`src/rtl/ntc_adc_to_temperature_core_assert.svh`:
```
// Assertion macros for the thermistor conversion RTL.
`ifndef NTC_ADC_TO_TEMPERATURE_CORE_ASSERT_SVH
`define NTC_ADC_TO_TEMPERATURE_CORE_ASSERT_SVH
`ifndef NO_ASSERTIONS
`define NTC_ASSERT_SAME(lbl, ante, cons, msg) \
  lbl: assert property (@(posedge clk) disable iff (rst) (ante) |-> (cons)) else $error(msg);
`define NTC_ASSERT_NEXT(lbl, ante, cons, msg) \
  lbl: assert property (@(posedge clk) disable iff (rst) (ante) |=> (cons)) else $error(msg);
`else
`define NTC_ASSERT_SAME(lbl, ante, cons, msg)
`define NTC_ASSERT_NEXT(lbl, ante, cons, msg)
`endif
`endif

```
`src/rtl/ntc_pkg.sv`:
```
// Constants, types and the calibration table of the thermistor converter.
package ntc_pkg;

  localparam int ADC_W = 16;
  localparam int TEMP_W = 11;
  localparam int ROM_POINTS = 26;
  localparam int TABLE_POINTS = 26;
  localparam int STEP_X10 = 50;
  localparam int MIN_TEMP_X10 = -400;

  localparam int N_POINTS = (TABLE_POINTS > ROM_POINTS) ? ROM_POINTS :
                            ((TABLE_POINTS < 2) ? 2 : TABLE_POINTS);
  localparam int IDX_W = $clog2(ROM_POINTS);
  localparam int STEP_W = 8;
  localparam int QW = $clog2(STEP_X10 + 1);
  localparam int NUM_W = ADC_W + QW;
  localparam int PROD_W = ADC_W + STEP_W;
  localparam int SUM_W = 17;
  localparam int K_W = (QW > 1) ? $clog2(QW) : 1;

  typedef logic [ADC_W-1:0] adc_t;
  typedef logic [IDX_W-1:0] idx_t;
  typedef logic [QW-1:0] quo_t;
  typedef logic [NUM_W-1:0] num_t;
  typedef logic signed [SUM_W-1:0] sum_t;

  localparam idx_t IDX_LAST = idx_t'(N_POINTS - 1);
  localparam idx_t IDX_SEARCH_END = idx_t'(N_POINTS - 2);
  localparam sum_t TEMP_MAX = sum_t'(2 ** (TEMP_W - 1) - 1);
  localparam sum_t TEMP_MIN = sum_t'(-(2 ** (TEMP_W - 1)));
  localparam sum_t STEP_S = sum_t'(STEP_X10);
  localparam sum_t MIN_TEMP_S = sum_t'(MIN_TEMP_X10);

  function automatic adc_t rom_value(input idx_t idx);
    adc_t v;
    unique case (idx)
      idx_t'(0):  v = adc_t'(6280);
      idx_t'(1):  v = adc_t'(6216);
      idx_t'(2):  v = adc_t'(6130);
      idx_t'(3):  v = adc_t'(6019);
      idx_t'(4):  v = adc_t'(5879);
      idx_t'(5):  v = adc_t'(5704);
      idx_t'(6):  v = adc_t'(5493);
      idx_t'(7):  v = adc_t'(5245);
      idx_t'(8):  v = adc_t'(4961);
      idx_t'(9):  v = adc_t'(4645);
      idx_t'(10): v = adc_t'(4303);
      idx_t'(11): v = adc_t'(3945);
      idx_t'(12): v = adc_t'(3580);
      idx_t'(13): v = adc_t'(3218);
      idx_t'(14): v = adc_t'(2868);
      idx_t'(15): v = adc_t'(2537);
      idx_t'(16): v = adc_t'(2230);
      idx_t'(17): v = adc_t'(1951);
      idx_t'(18): v = adc_t'(1700);
      idx_t'(19): v = adc_t'(1477);
      idx_t'(20): v = adc_t'(1282);
      idx_t'(21): v = adc_t'(1111);
      idx_t'(22): v = adc_t'(963);
      idx_t'(23): v = adc_t'(836);
      idx_t'(24): v = adc_t'(725);
      idx_t'(25): v = adc_t'(631);
      default:    v = '0;
    endcase
    return v;
  endfunction

endpackage

```
`src/rtl/ntc_adc_to_temperature_core.sv`:
```
// Thermistor ADC sample to temperature converter with serial search and divide.
//
//   channel   ports                              handshake
//   command   start, busy, adc_sample            taken when start && !busy
//   result    done, in_range, temperature_x10    one-cycle strobe on done
//
// A sample outside the table gets its out-of-range result from the range check.
// A sample in interval i goes through the range check, one table compare per interval,
// one multiply, six restoring divide steps and the final sum, which raises the strobe.
// The result appears on the cycle busy falls, so the next start may be taken then.
// Reset clears the sequencer and the done strobe; in_range, temperature_x10 and the datapath are not reset.
module ntc_adc_to_temperature_core (
  input  logic                              clk,
  input  logic                              rst,
  input  logic                              start,
  output logic                              busy,
  input  logic [ntc_pkg::ADC_W-1:0]         adc_sample,
  output logic                              done,
  output logic                              in_range,
  output logic signed [ntc_pkg::TEMP_W-1:0] temperature_x10
);

  localparam logic [2:0] S_IDLE   = 3'd0;
  localparam logic [2:0] S_CHECK  = 3'd1;
  localparam logic [2:0] S_SEARCH = 3'd2;
  localparam logic [2:0] S_MUL    = 3'd3;
  localparam logic [2:0] S_DIV    = 3'd4;
  localparam logic [2:0] S_SUM    = 3'd5;

  logic [2:0]                         state;
  ntc_pkg::adc_t                      sample;
  ntc_pkg::idx_t                      idx;
  ntc_pkg::sum_t                      base;
  ntc_pkg::adc_t                      span;
  ntc_pkg::adc_t                      offset;
  ntc_pkg::num_t                      rem;
  ntc_pkg::num_t                      dvs;
  ntc_pkg::quo_t                      quo;
  logic [ntc_pkg::K_W-1:0]            step_cnt;

  ntc_pkg::adc_t                      cold;
  ntc_pkg::adc_t                      warm;
  logic                               hit;
  logic [ntc_pkg::PROD_W-1:0]         prod;
  logic                               rem_ge;
  ntc_pkg::sum_t                      quo_ext;
  ntc_pkg::sum_t                      temp_full;

  assign busy = (state != S_IDLE);

  always_comb begin
    cold = ntc_pkg::rom_value(idx);
    warm = ntc_pkg::rom_value(ntc_pkg::idx_t'(idx + ntc_pkg::idx_t'(1)));
    hit = (sample <= cold) && (sample >= warm);
    prod = ntc_pkg::PROD_W'(offset) * ntc_pkg::PROD_W'(ntc_pkg::STEP_X10);
    rem_ge = (rem >= dvs);
    quo_ext = ntc_pkg::sum_t'(quo);
    temp_full = base + quo_ext;
  end

  always_ff @(posedge clk) begin
    if (rst) begin
      state <= S_IDLE;
      done <= 1'b0;
    end else begin
      done <= 1'b0;
      unique case (state)
        S_IDLE: begin
          if (start) begin
            sample <= adc_sample;
            state <= S_CHECK;
          end
        end
        S_CHECK: begin
          idx <= '0;
          base <= ntc_pkg::MIN_TEMP_S;
          if ((sample <= ntc_pkg::rom_value('0)) &&
              (sample >= ntc_pkg::rom_value(ntc_pkg::IDX_LAST))) begin
            state <= S_SEARCH;
          end else begin
            in_range <= 1'b0;
            temperature_x10 <= '0;
            done <= 1'b1;
            state <= S_IDLE;
          end
        end
        S_SEARCH: begin
          if (hit) begin
            span <= cold - warm;
            offset <= cold - sample;
            state <= S_MUL;
          end else if (idx == ntc_pkg::IDX_SEARCH_END) begin
            in_range <= 1'b0;
            temperature_x10 <= '0;
            done <= 1'b1;
            state <= S_IDLE;
          end else begin
            idx <= ntc_pkg::idx_t'(idx + ntc_pkg::idx_t'(1));
            base <= base + ntc_pkg::STEP_S;
          end
        end
        S_MUL: begin
          rem <= ntc_pkg::num_t'(prod) + ntc_pkg::num_t'(span >> 1);
          dvs <= ntc_pkg::num_t'(span) << (ntc_pkg::QW - 1);
          quo <= '0;
          step_cnt <= ntc_pkg::K_W'(ntc_pkg::QW - 1);
          if (span == '0) begin
            state <= S_SUM;
          end else begin
            state <= S_DIV;
          end
        end
        S_DIV: begin
          if (rem_ge) begin
            rem <= rem - dvs;
          end
          quo <= ntc_pkg::quo_t'({quo, rem_ge});
          dvs <= dvs >> 1;
          step_cnt <= step_cnt - ntc_pkg::K_W'(1);
          if (step_cnt == '0) begin
            state <= S_SUM;
          end
        end
        S_SUM: begin
          in_range <= 1'b1;
          priority if (temp_full > ntc_pkg::TEMP_MAX) begin
            temperature_x10 <= ntc_pkg::TEMP_W'(ntc_pkg::TEMP_MAX);
          end else if (temp_full < ntc_pkg::TEMP_MIN) begin
            temperature_x10 <= ntc_pkg::TEMP_W'(ntc_pkg::TEMP_MIN);
          end else begin
            temperature_x10 <= ntc_pkg::TEMP_W'(temp_full);
          end
          done <= 1'b1;
          state <= S_IDLE;
        end
        default: begin
          state <= S_IDLE;
        end
      endcase
    end
  end

`include "ntc_adc_to_temperature_core_assert.svh"

  `NTC_ASSERT_SAME(a_done_not_busy, done, !busy, "result strobe while still busy")
  `NTC_ASSERT_SAME(a_out_of_range_zero, done && !in_range,
                   temperature_x10 == '0, "out of range result is not zero")
  `NTC_ASSERT_NEXT(a_start_goes_busy, start && !busy, busy,
                   "accepted transaction did not raise busy")
  `NTC_ASSERT_NEXT(a_done_single, done, !done, "result strobe longer than one cycle")
  `NTC_ASSERT_SAME(a_quo_bound, state == S_SUM,
                   quo <= ntc_pkg::quo_t'(ntc_pkg::STEP_X10), "interpolation exceeds one step")

endmodule
```
`config.mk`:
```
export PLATFORM = sky130hd
export DESIGN_NAME = ntc_adc_to_temperature_core
export DESIGN_NICKNAME = d
export VERILOG_FILES = /design/src/rtl/ntc_pkg.sv /design/src/rtl/ntc_adc_to_temperature_core.sv
export VERILOG_INCLUDE_DIRS = /design/src /design/src/rtl
export SDC_FILE = /design/constraint.sdc
export NUM_CORES = 1
export LEC_CHECK = 0
export CAP_MARGIN = 0
export CORE_MARGIN = 2
export CORE_UTILIZATION = 54
export DETAILED_ROUTE_END_ITERATION = 10
export DONT_BUFFER_PORTS = 1
export PLACE_DENSITY = 0.74
export SKIP_CTS_REPAIR_TIMING = 1
export SLEW_MARGIN = 20
export SYNTH_ARGS = -nofsm -noshare
export SYNTH_HDL_FRONTEND = slang
export SYNTH_SLANG_ARGS = --single-unit
```
`constraint.sdc`:
```
create_clock -name clk -period 14.8 [get_ports clk]
set_clock_uncertainty 0.2 [all_clocks]
set_input_delay 2.22 -clock clk [delete_from_list [all_inputs] [get_ports clk]]
set_output_delay 2.22 -clock clk [all_outputs]
set_load 0.05 [all_outputs]
```
Yosys cells after proc, flatten, opt, wreduce, memory -nomap -nowiden --
Memory sizes are Yosys's and may differ from the RTL's. A register that Yosys moved wholly into a read port is not among the register bits. Index checks and enable logic that the tools add are counted.
Word-level totals: flip-flop bits (word level) 139, bits in read-only memories 832, input bits 19, output and inout bits 14, word-level logic and storage cells 95, memories 2
Memory list:
- (no name shown) | words 32, width 13, rd ports 1, clocked after memory_dff 1, wr ports 0, line ntc_pkg.sv:36 | unique case (idx)
- (no name shown) | words 32, width 13, rd ports 1, clocked after memory_dff 0, wr ports 0, line ntc_pkg.sv:36
Cells by class: add/subtract/negate cells 8, $mul 1, order comparisons 7, eq/ne operators 14, muxes and demuxes 33, bitwise gates (word level) 1, reductions and logical operators 16
Operators by type and width (number):
- 22-bit case mux with 2 select lines | 2
- 11-bit 2-to-1 mux | 5
- 17-bit 2-to-1 mux | 2
- 17-bit case mux with 2 select lines | 1
- 11-bit case mux with 3 select lines | 1
- 16-bit subtractor | 2
- 22-bit by 15-bit adder with 22-bit output | 1
- 22-bit greater-or-equal comparator | 1
- 22-bit 2-to-1 mux | 1
- 22-bit subtractor | 1
- 16-bit by 5-bit multiplier with 21-bit output (second input constant) | 1
- 17-bit by 7-bit adder with 17-bit output | 1
- 17-bit by 7-bit adder with 17-bit output (second input constant) | 1
- 17-bit by 11-bit > comparator with 1-bit output (second input constant) | 1
- 17-bit by 11-bit < comparator with 1-bit output (second input constant) | 1
- 16-bit by 10-bit greater-or-equal comparator with 1-bit output (second input constant) | 1
- 16-bit greater-or-equal comparator | 1
- 16-bit by 13-bit <= comparator with 1-bit output (second input constant) | 1
- 16-bit <= comparator | 1
- 16-bit logical NOT | 1
- 5-bit 2-to-1 mux | 3
- 3-bit case mux with 5 select lines | 1
- 2-bit != test (second input constant) | 7
- 3-bit 2-to-1 mux | 4
- 22 further kinds | 38

Longest topological paths before layout --
Gate-level depths: netlist of run 1. An unclocked memory read counts as a cell.
word-level depth 7, depth in mapped cells 24, depth with buffers taken out 23

Worst setup path before layout of run 1 --
OpenSTA, ideal clock, no wires.
kind flip-flop to flip-flop, start reg idx[1], end reg offset[0] (enable), library setup time 461 ps, arrival time 5346 ps, required time 14139 ps, setup slack 8793 ps, stages on the path, launching flop included 17, path buffers 2, clock period less this slack 6007 ps, cells stage by stage edfxtp_1 -> clkbuf_1 -> inv_1 -> ha_1 -> clkbuf_1 -> inv_1 -> ha_1 -> a21oi_1 -> a21oi_1 -> ha_1 -> nand2b_1 -> a21o_1 -> a21oi_1 -> o211ai_1 -> a221o_1 -> nand2_1 -> nor3_1
On the way: longest elaborated chain between the ends 5
RTL lines:
- start: declaration | line ntc_adc_to_temperature_core.sv:32 | ntc_pkg::idx_t idx;
- start signal: assignment | line ntc_adc_to_temperature_core.sv:98 | idx <= ntc_pkg::idx_t'(idx + ntc_pkg::idx_t'(1));
- 5-bit by 1-bit adder with 5-bit output | line ntc_adc_to_temperature_core.sv:53 | warm = ntc_pkg::rom_value(ntc_pkg::idx_t'(idx + ntc_pkg::idx_t'(1)));
- memory read 32 x 13 bit
- 16-bit greater-or-equal comparator | line ntc_adc_to_temperature_core.sv:54 | hit = (sample <= cold) && (sample >= warm);
- 1-bit logical AND | line ntc_adc_to_temperature_core.sv:54
- 3-bit AND reduction (no source line)
- end signal: assignment | line ntc_adc_to_temperature_core.sv:90 | offset <= cold - sample;
- end: declaration | line ntc_adc_to_temperature_core.sv:35 | ntc_pkg::adc_t offset;
Every way passes these cells. A chain may end at the register's enable or synchronous reset.

Worst setup path in the final report of run 1 --
start reg idx[0], end reg cold[2] (netlist name)
On the way: longest elaborated chain between the ends 7, elaborated cells on any way between the ends 12, those cells by class 1 x add/sub; 1 x order compare; 3 x eq/ne; 4 x mux; 2 x reduce/logical; 1 x memory
RTL lines (line):
- 5-bit by 1-bit adder with 5-bit output | ntc_adc_to_temperature_core.sv:53, ntc_adc_to_temperature_core.sv:98
- memory read 32 x 13 bit
- 16-bit greater-or-equal comparator | ntc_adc_to_temperature_core.sv:54
- 1-bit logical AND | ntc_adc_to_temperature_core.sv:54
- 2-bit != test (no source line)
- 4-bit AND reduction (no source line)
- 5-bit 2-to-1 mux (no source line) *
Every way passes the cells marked *; elsewhere a longest branch is shown, timed or not. The select of a mux whose other input is x is not followed.

==> out/results.txt, run 1 <==
Rows: 55
met3 Use GR: 0.0367
peak supply drop: 61.7 uV
GR Util met2: 0.383
total of max-cap violations: 0
Worst path max stage delay: 0.72 ns
hold path start: dvs[3]$_SDFFCE_PN0P_
final setup violation count: 0
Startpoint Class: register
Synth area leader: edfxtp_1
Port Buffers: 0
Core ar.: 22500 sq um
share of cells above drive strength 1: 0.0633
final period utilization: 0.464
TritonRoute pass-1 iters: 5
NetSw: 0.310 mW
DIE WIDTH: 155 microns
Root Buffer: clkbuf_16
Die ar.: 23900 sq um
vias in the first global route: 8889
setup tns final: 0 ns
Buf/Inv on CP: 3
R2R cell count: 20
RePlAce Congestion: 0.924
# clock sinks: 150
die height: 155 microns
Rel. slew slack: 0.303
CP Class: reg -> reg
largest net degree at the start of global routing: 59
crit path max-delay cell type: edfxtp_1
Top FF cell, synth: edfxtp_1
Post-Syn Area: 12300 sq um
Tightest Pin Transition: 1.05 ns
Worst Path Arrival: 6.96 ns
PwrDens: 87.6 nW/um^2
htree depth: 4
sequential-to-total area share from yosys stat: 0.353
Via-to-Cell Ratio: 5.86
CP Max Fanout: 21
Worst Setup SP: idx[0]$_DFFE_PN_
Cells after Synth: 1312
final hold viol count: 0
clock network fraction of total power: 0.396
Unique masters post-synth: 89
YS warnings: 0
top-count cell post-synth: ha_1
CTS clk-pin slew, worst paths: 0.07 ns
DR WL/cell: 16.9 microns
global route overflow: 0
# diodes: 0
worst path cell trace: ha_1, inv_1, nor2_1, nand2b_1, clkinv_1, ha_1, a21oi_1, a21oi_1, ha_1, nand2b_1, a21o_1, a21oi_1, o211ai_1, a221o_1, a211oi_4, o2bb2ai_2, inv_2, ha_1, o311ai_1, a21oi_1
hold path cells: 2
outcome: finished clean
first-pass GRT wire length: 44300 microns
Routed Antenna Nets: 0
Worst EP required: 14.90 ns
HPWL Detailed: 20800 microns
Residual DRC: 0
Synth top area share: 0.326
Area Growth Syn to Fin: 7.03%
Reg power frac: 0.434
Initial Utilization: 0.545
routed wire length: 27000 microns
GRT Total Usage: 0.232
post-synthesis area per instance: 9.35 sq um
switch share: 0.270
vias: 9361
combinational share of power: 0.170
P_int: 0.840 mW
post-route cell area: 13100 sq um
Hold Path Class: reg -> reg
worst skew pair latency: 0.43 ns
fin. max-slew vios: 0
fin nets: 1487
CP Depth: 20
initial antenna violation count: 0
post-placement cell area: 12500 sq um
Post-synth EDFFs: 133
synth cell count leaders: ha_1 (153), edfxtp_1 (133), inv_1 (127)
GR Layer Usage met1: 0.303
fmax: 146 MHz
RSZ-0062 raised after global routing: false
CP top delay family: compound AO/OA/AOI/OAI gates
Mapped Nets: 1500
CTS Buffer Depth: 2
Final min period: 6.87 ns
Yosys reg bits: 150
P_leak: 5.46 nW
Crit. End Element: register
R2R Path Start: idx[0]$_DFFE_PN_
# IOs: 33
initial DRC count: 645
asr flop ratio synth: 0
CTS tree: built
CTS Buf Count: 17
GR peak layer: met2
Synth area leaders: edfxtp_1 (33%), ha_1 (16%), xnor2_1 (4.1%)
-- cell usage in the layout, fill, tap and decap left out, drive strengths merged, types with 17 or more instances in the layout --
cell and instances:
a21o 20, a21oi 77, clkbuf 22, dfxtp 17, edfxtp 133, ha 153, inv 130, nand2 102
nand3 33, nor2 122, nor3 29, o21ai 101, xnor2 58, xor2 34
-- metal layers --
metal  vias to the layer above  routed length, microns
met2                       238                   12900
li1                       4699                       -
met5                         -                       0
met1                      4380                   12200
met4                         0                     825
met3                        44                    1100
-- per-stage QoR --
step | cells | power [mW] | hold slack [ns] | setup slack (ns) | utilization
after floorplan | 1312 | 0.659 | 0.313 | 8.79 | -
after global placement | 1565 | 0.698 | 0.342 | 8.29 | 0.556
after detailed placement | 1565 | 0.701 | 0.350 | 8.16 | 0.556
after CTS | 1597 | 1.16 | 0.371 | 8.11 | 0.583
after global routing | 1597 | 1.20 | 0.394 | 7.52 | 0.583
final | 1597 | 1.15 | 0.371 | 7.93 | 0.583
-- path summary, 6_finish.rpt --
path / to / slack [ns]
worst max-delay path: cold[2]$_DFF_P_ / 7.93
worst min-delay path: dvs[2]$_SDFFCE_PN0P_ / 0.37
worst max register to register: cold[2]$_DFF_P_ / 7.93
worst min register to register: dvs[2]$_SDFFCE_PN0P_ / 0.37
-- area by class of cell --
| class | instances | area (sq um) |
|---|---|---|
| clock buffers | 22 | 474 |
| clock inverters | 10 | 145 |
| fillers | 1912 | 9370 |
| inverters | 129 | 484 |
| multi-input cells | 991 | 7260 |
| flip-flops and latches | 150 | 4330 |
| well taps | 285 | 357 |
| repair buffers | 10 | 75.1 |
-- tightest hold or removal path, stage by stage (launching register included) --
cell and delay [ns]:
edfxtp_1 0.32, inv_1 0.05, nor2_1 0.09
-- sequential cells by signal, indices dropped and copies added (netlist names), 5 cells and up --
signal	cells
rem	22
base	16
span	16
offset	16
idx	5
temperature_x10	11
quo	6
sample	16
dvs	21
cold	13
-- power groups by stage --
stage | Clock, mW | Sequential (mW) | Combinational (mW)
floorplan | 0 | 0.501 | 0.158
detailed placement | 0 | 0.508 | 0.193
finish | 0.455 | 0.499 | 0.196
global placement | 0 | 0.508 | 0.190
CTS | 0.463 | 0.499 | 0.194
global route | 0.479 | 0.500 | 0.221
-- cell families (layout without fill, tap and decap cells) --
kind of cell               after synthesis  after routing  synth area share
AOI/OAI and AO/OA                      344            344             0.189
xor gates and xnor gates                92             92            0.0657
adders and majority gates              169            169             0.182
buffers and inverters                  171            171            0.0562
DFF                                    150            150             0.353
muxes                                   10             10           0.00938
and+or+nand+nor                        376            376             0.145
No activity file was read; power rests on OpenSTA's default activity.
==> run 2, diff against run 1 <==
--- a/config.mk
+++ b/config.mk
@@ -6,12 +6,13 @@
 export SDC_FILE = /design/constraint.sdc
 export NUM_CORES = 1
 export LEC_CHECK = 0
+export ABC_AREA = 1
 export CAP_MARGIN = 0
 export CORE_MARGIN = 2
 export CORE_UTILIZATION = 54
 export DETAILED_ROUTE_END_ITERATION = 10
 export DONT_BUFFER_PORTS = 1
-export PLACE_DENSITY = 0.74
+export PLACE_DENSITY = 0.77
 export SKIP_CTS_REPAIR_TIMING = 1
 export SLEW_MARGIN = 20
 export SYNTH_ARGS = -nofsm -noshare
==> constraint.sdc (replaced) <==
create_clock -name clk -period 6.3 [get_ports clk]
set_clock_uncertainty 0.2 [all_clocks]
set_input_delay 0.945 -clock clk [delete_from_list [all_inputs] [get_ports clk]]
set_output_delay 0.945 -clock clk [all_outputs]
set_load 0.05 [all_outputs]
==> run 2 against run 1 <==
Net effect: via count up 14%; power increased by 140%; sequential share of layout area fell by 1.1 points; worst setup slack got worse by 6.9 ns; sequential power grew 140%; clock-buffer cell count fell by 5; worst hold slack got worse by 0.010 ns; critical path depth rose by 11; clock power rose by 140%; cell count is 19% higher; fmax increased by 30%.
==> out/results.txt, run 2 <==
Startpoint Class: register
fin nets: 1765 (+19%)
Worst Path Arrival: 5.40 ns (-1.56 ns)
RR Endpoint: cold[6]$_DFF_P_
fmax: 190 MHz (+30%)
CP Max Fanout: 16 (-24%)
Yosys reg bits: 150 (unchanged)
total of max-cap violations: 0 (unchanged)
Core ar.: 22800 sq um (+1.2%)
CP top delay family: simple AND/OR/NAND/NOR gates
share of cells above drive strength 1: 0.0572 (-0.00603)
sequential-to-total area share from yosys stat: 0.343 (-0.0105)
most common cell after layout, fill and taps aside: nand2_1
HPWL Detailed: 23200 microns (+11%)
RSZ-0062 raised after global routing: false
outcome: finished clean
routed wire length: 29900 microns (+11%)
Rows: 55 (unchanged)
Final min period: 5.27 ns (-1.60 ns)
post-synthesis area per instance: 8.01 sq um (-14%)
first-pass GRT wire length: 49700 microns (+12%)
CTS Buf Count: 17 (unchanged)
Port Buffers: 0 (unchanged)
Mapped Nets: 1766 (+18%)
worst hold margin: 0.361 ns (-0.0104 ns)
global route overflow: 0 (unchanged)
combinational share of power: 0.183 (+0.013)
Die ar.: 24700 sq um (+3.0%)
final period utilization: 0.836 (+0.372)
R2R Setup Slk: 1.03 ns (-6.90 ns)
# diodes: 0 (unchanged)
Area Growth Syn to Fin: 7.37%
met3 routed WL: 1220 microns (+11%)
largest net degree at the start of global routing: 67 (+14%)
initial antenna violation count: 0 (unchanged)
DIE WIDTH: 157 microns (+1.5%)
Initial Utilization: 0.555 (+0.00984)
number of fill cells: 2014 (+5.3%)
die height: 157 microns (+1.5%)
Post-synth EDFFs: 133 (unchanged)
Cells after Synth: 1578 (+20%)
Crit. End Element: register
Post-Syn Area: 12600 sq um (+3.0%)
Synth area leaders: edfxtp_1 (32%), ha_1 (15%), nand2_1 (9.9%)
length of routed wiring on met1: 13500 microns (+11%)
Worst EP required: 6.43 ns (-8.47 ns)
Unique masters post-synth: 58 (-35%)
# clock sinks: 150 (unchanged)
TritonRoute pass-1 iters: 6 (+1)
top-count cell post-synth: nand2_1
CTS Buffer Depth: 2 (unchanged)
htree depth: 4 (unchanged)
max FFs per register: 22 (unchanged)
YS warnings: 0 (unchanged)
switch share: 0.318 (+0.0484)
R2R Path Start: idx[0]$_DFFE_PN_
commonest cells after routing, fill and taps aside: nand2_1 (334), inv_1 (243), ha_1 (153), edfxtp_1 (133), a21oi_1 (118)
Reg power frac: 0.425 (-0.009)
PwrDens: 205 nW/um^2 (+130%)
final hold viol count: 0 (unchanged)
Worst Setup SP: idx[0]$_DFFE_PN_
RePlAce Congestion: 0.946 (+2.4%)
clock network fraction of total power: 0.392 (-0.004)
crit-path most repeated cell: nand2_1
post-layout util: 0.596 (+0.0124)
final setup violation count: 0 (unchanged)
Residual DRC: 0 (unchanged)
GRT Total Usage: 0.254 (+0.0226)
setup tns final: 0 ns (unchanged)
uppermost layer routed: met4
crit path to: cold[6]$_DFF_P_
crit path max-delay cell type: edfxtp_1
Synth area leader: edfxtp_1
Via-to-Cell Ratio: 5.58 (-4.7%)
Buf/Inv on CP: 6 (+3)
Synth top area share: 0.316 (-0.00963)
fin. max-slew vios: 0 (unchanged)
Rel. slew slack: 0.405 (+0.101)
Top FF cell, synth: edfxtp_1
synth cell count leaders: nand2_1 (335), inv_1 (243), ha_1 (153)
DR WL/cell: 15.7 microns (-7.2%)
vias: 10600 (+14%)
CTS tree: built
P_int: 1.90 mW (+130%)
peak supply drop: 186 uV (+200%)
Worst path max stage delay: 0.61 ns (-0.11 ns)
CP Class: reg -> reg
Largest Register: rem
WL met2: 14500 microns (+13%)
CTS clk-pin slew, worst paths: 0.07 ns (about the same)
# IOs: 33 (unchanged)
R2R cell count: 31 (+55%)
Routed Antenna Nets: 0 (unchanged)
P_leak: 6.38 nW (+17%)
worst skew pair latency: 0.43 ns (about the same)
Tightest Pin Transition: 0.892 ns (-0.153 ns)
Hold Path Class: reg -> reg
asr flop ratio synth: 0 (unchanged)
Largest regs: rem (22), dvs (21)
CP Depth: 31 (+55%)
initial DRC count: 806 (+25%)
vias in the first global route: 10100 (+13%)
Root Buffer: clkbuf_16
NetSw: 0.886 mW (+190%)
## run 2: changes by cell type after synthesis, moves of 20 or more
cell,change
a21oi_1,+43
clkbuf_1,-20
inv_1,+116
nand2_1,+234
nand3_1,+38
o21ai_0,+21
xnor2_1,-36
## run 2: logic make-up after synthesis
logic type	Yosys count	synth area share
AOI/OAI and AO/OA	303	0.134
DFF	150	0.343
and+or+nand+nor	620	0.218
adders and majority gates	169	0.177
xor gates and xnor gates	61	0.0429
buffers and inverters	275	0.0857
## run 2: layout make-up
type / instances / area (sq um) / area share
repair buffers: 7 / 52.6 / 0.00387
multi-input cells: 1153 / 7240 / 0.533
inverters: 248 / 931 / 0.0686
well taps: 313 / 392 / 0.0289
clock inverters: 15 / 203 / 0.0149
clock buffers: 17 / 425 / 0.0313
flip-flops and latches: 150 / 4330 / 0.319
## run 2: how the worst min path moves through the flow
stage	from	to	slack (ns)	cells past startpoint
6_report	step_cnt[0]$_SDFFCE_PN1P_	step_cnt[0]$_SDFFCE_PN1P_	0.36	1
5_1_grt	rst	state[1]$_SDFFE_PP0P_	0.35	1
4_1_cts	rst	state[1]$_SDFFE_PP0P_	0.35	1
3_5_place_dp	step_cnt[0]$_SDFFCE_PN1P_	step_cnt[0]$_SDFFCE_PN1P_	0.36	1
3_3_place_gp	dvs[4]$_SDFFCE_PN0P_	dvs[3]$_SDFFCE_PN0P_	0.35	2
2_1_floorplan	span[0]$_DFFE_PP_	dvs[5]$_DFFE_PP_	0.33	2
## run 2: stage by stage
| stage | total power [mW] | area (sq um) | setup WS (ns) | instances |
|---|---|---|---|---|
| 2_1_floorplan | 1.59 | 12600 | 1.34 | 1578 |
| 3_3_place_gp | 1.70 | 12900 | 1.15 | 1871 |
| 3_5_place_dp | 1.71 | 12900 | 1.14 | 1871 |
| 4_1_cts | 2.79 | 13600 | 1.12 | 1903 |
| 5_1_grt | 2.90 | 13600 | 0.560 | 1903 |
| 6_report | 2.79 | 13600 | 1.03 | 1903 |
## run 2: layer usage
metal  track usage  vias up
met5             0        -
met4        0.0721        0
met3        0.0330       57
met2         0.437      287
met1         0.337     4951
li1              -     5332
## run 2: worst register-to-register path: cells and delay by family (launching register included)
family	cells	cell delay (ns)
flops	1	0.61
fa+ha+maj	4	1.33
buf+inv	6	0.63
simple gates	18	1.91
compound gates	3	0.48
## run 2: power groups by stage
stage	clock network, mW	logic, mW	registers, mW
6_report	1.09	0.511	1.18
3_3_place_gp	0	0.496	1.21
2_1_floorplan	0	0.402	1.19
4_1_cts	1.10	0.507	1.18
3_5_place_dp	0	0.503	1.21
5_1_grt	1.14	0.581	1.19
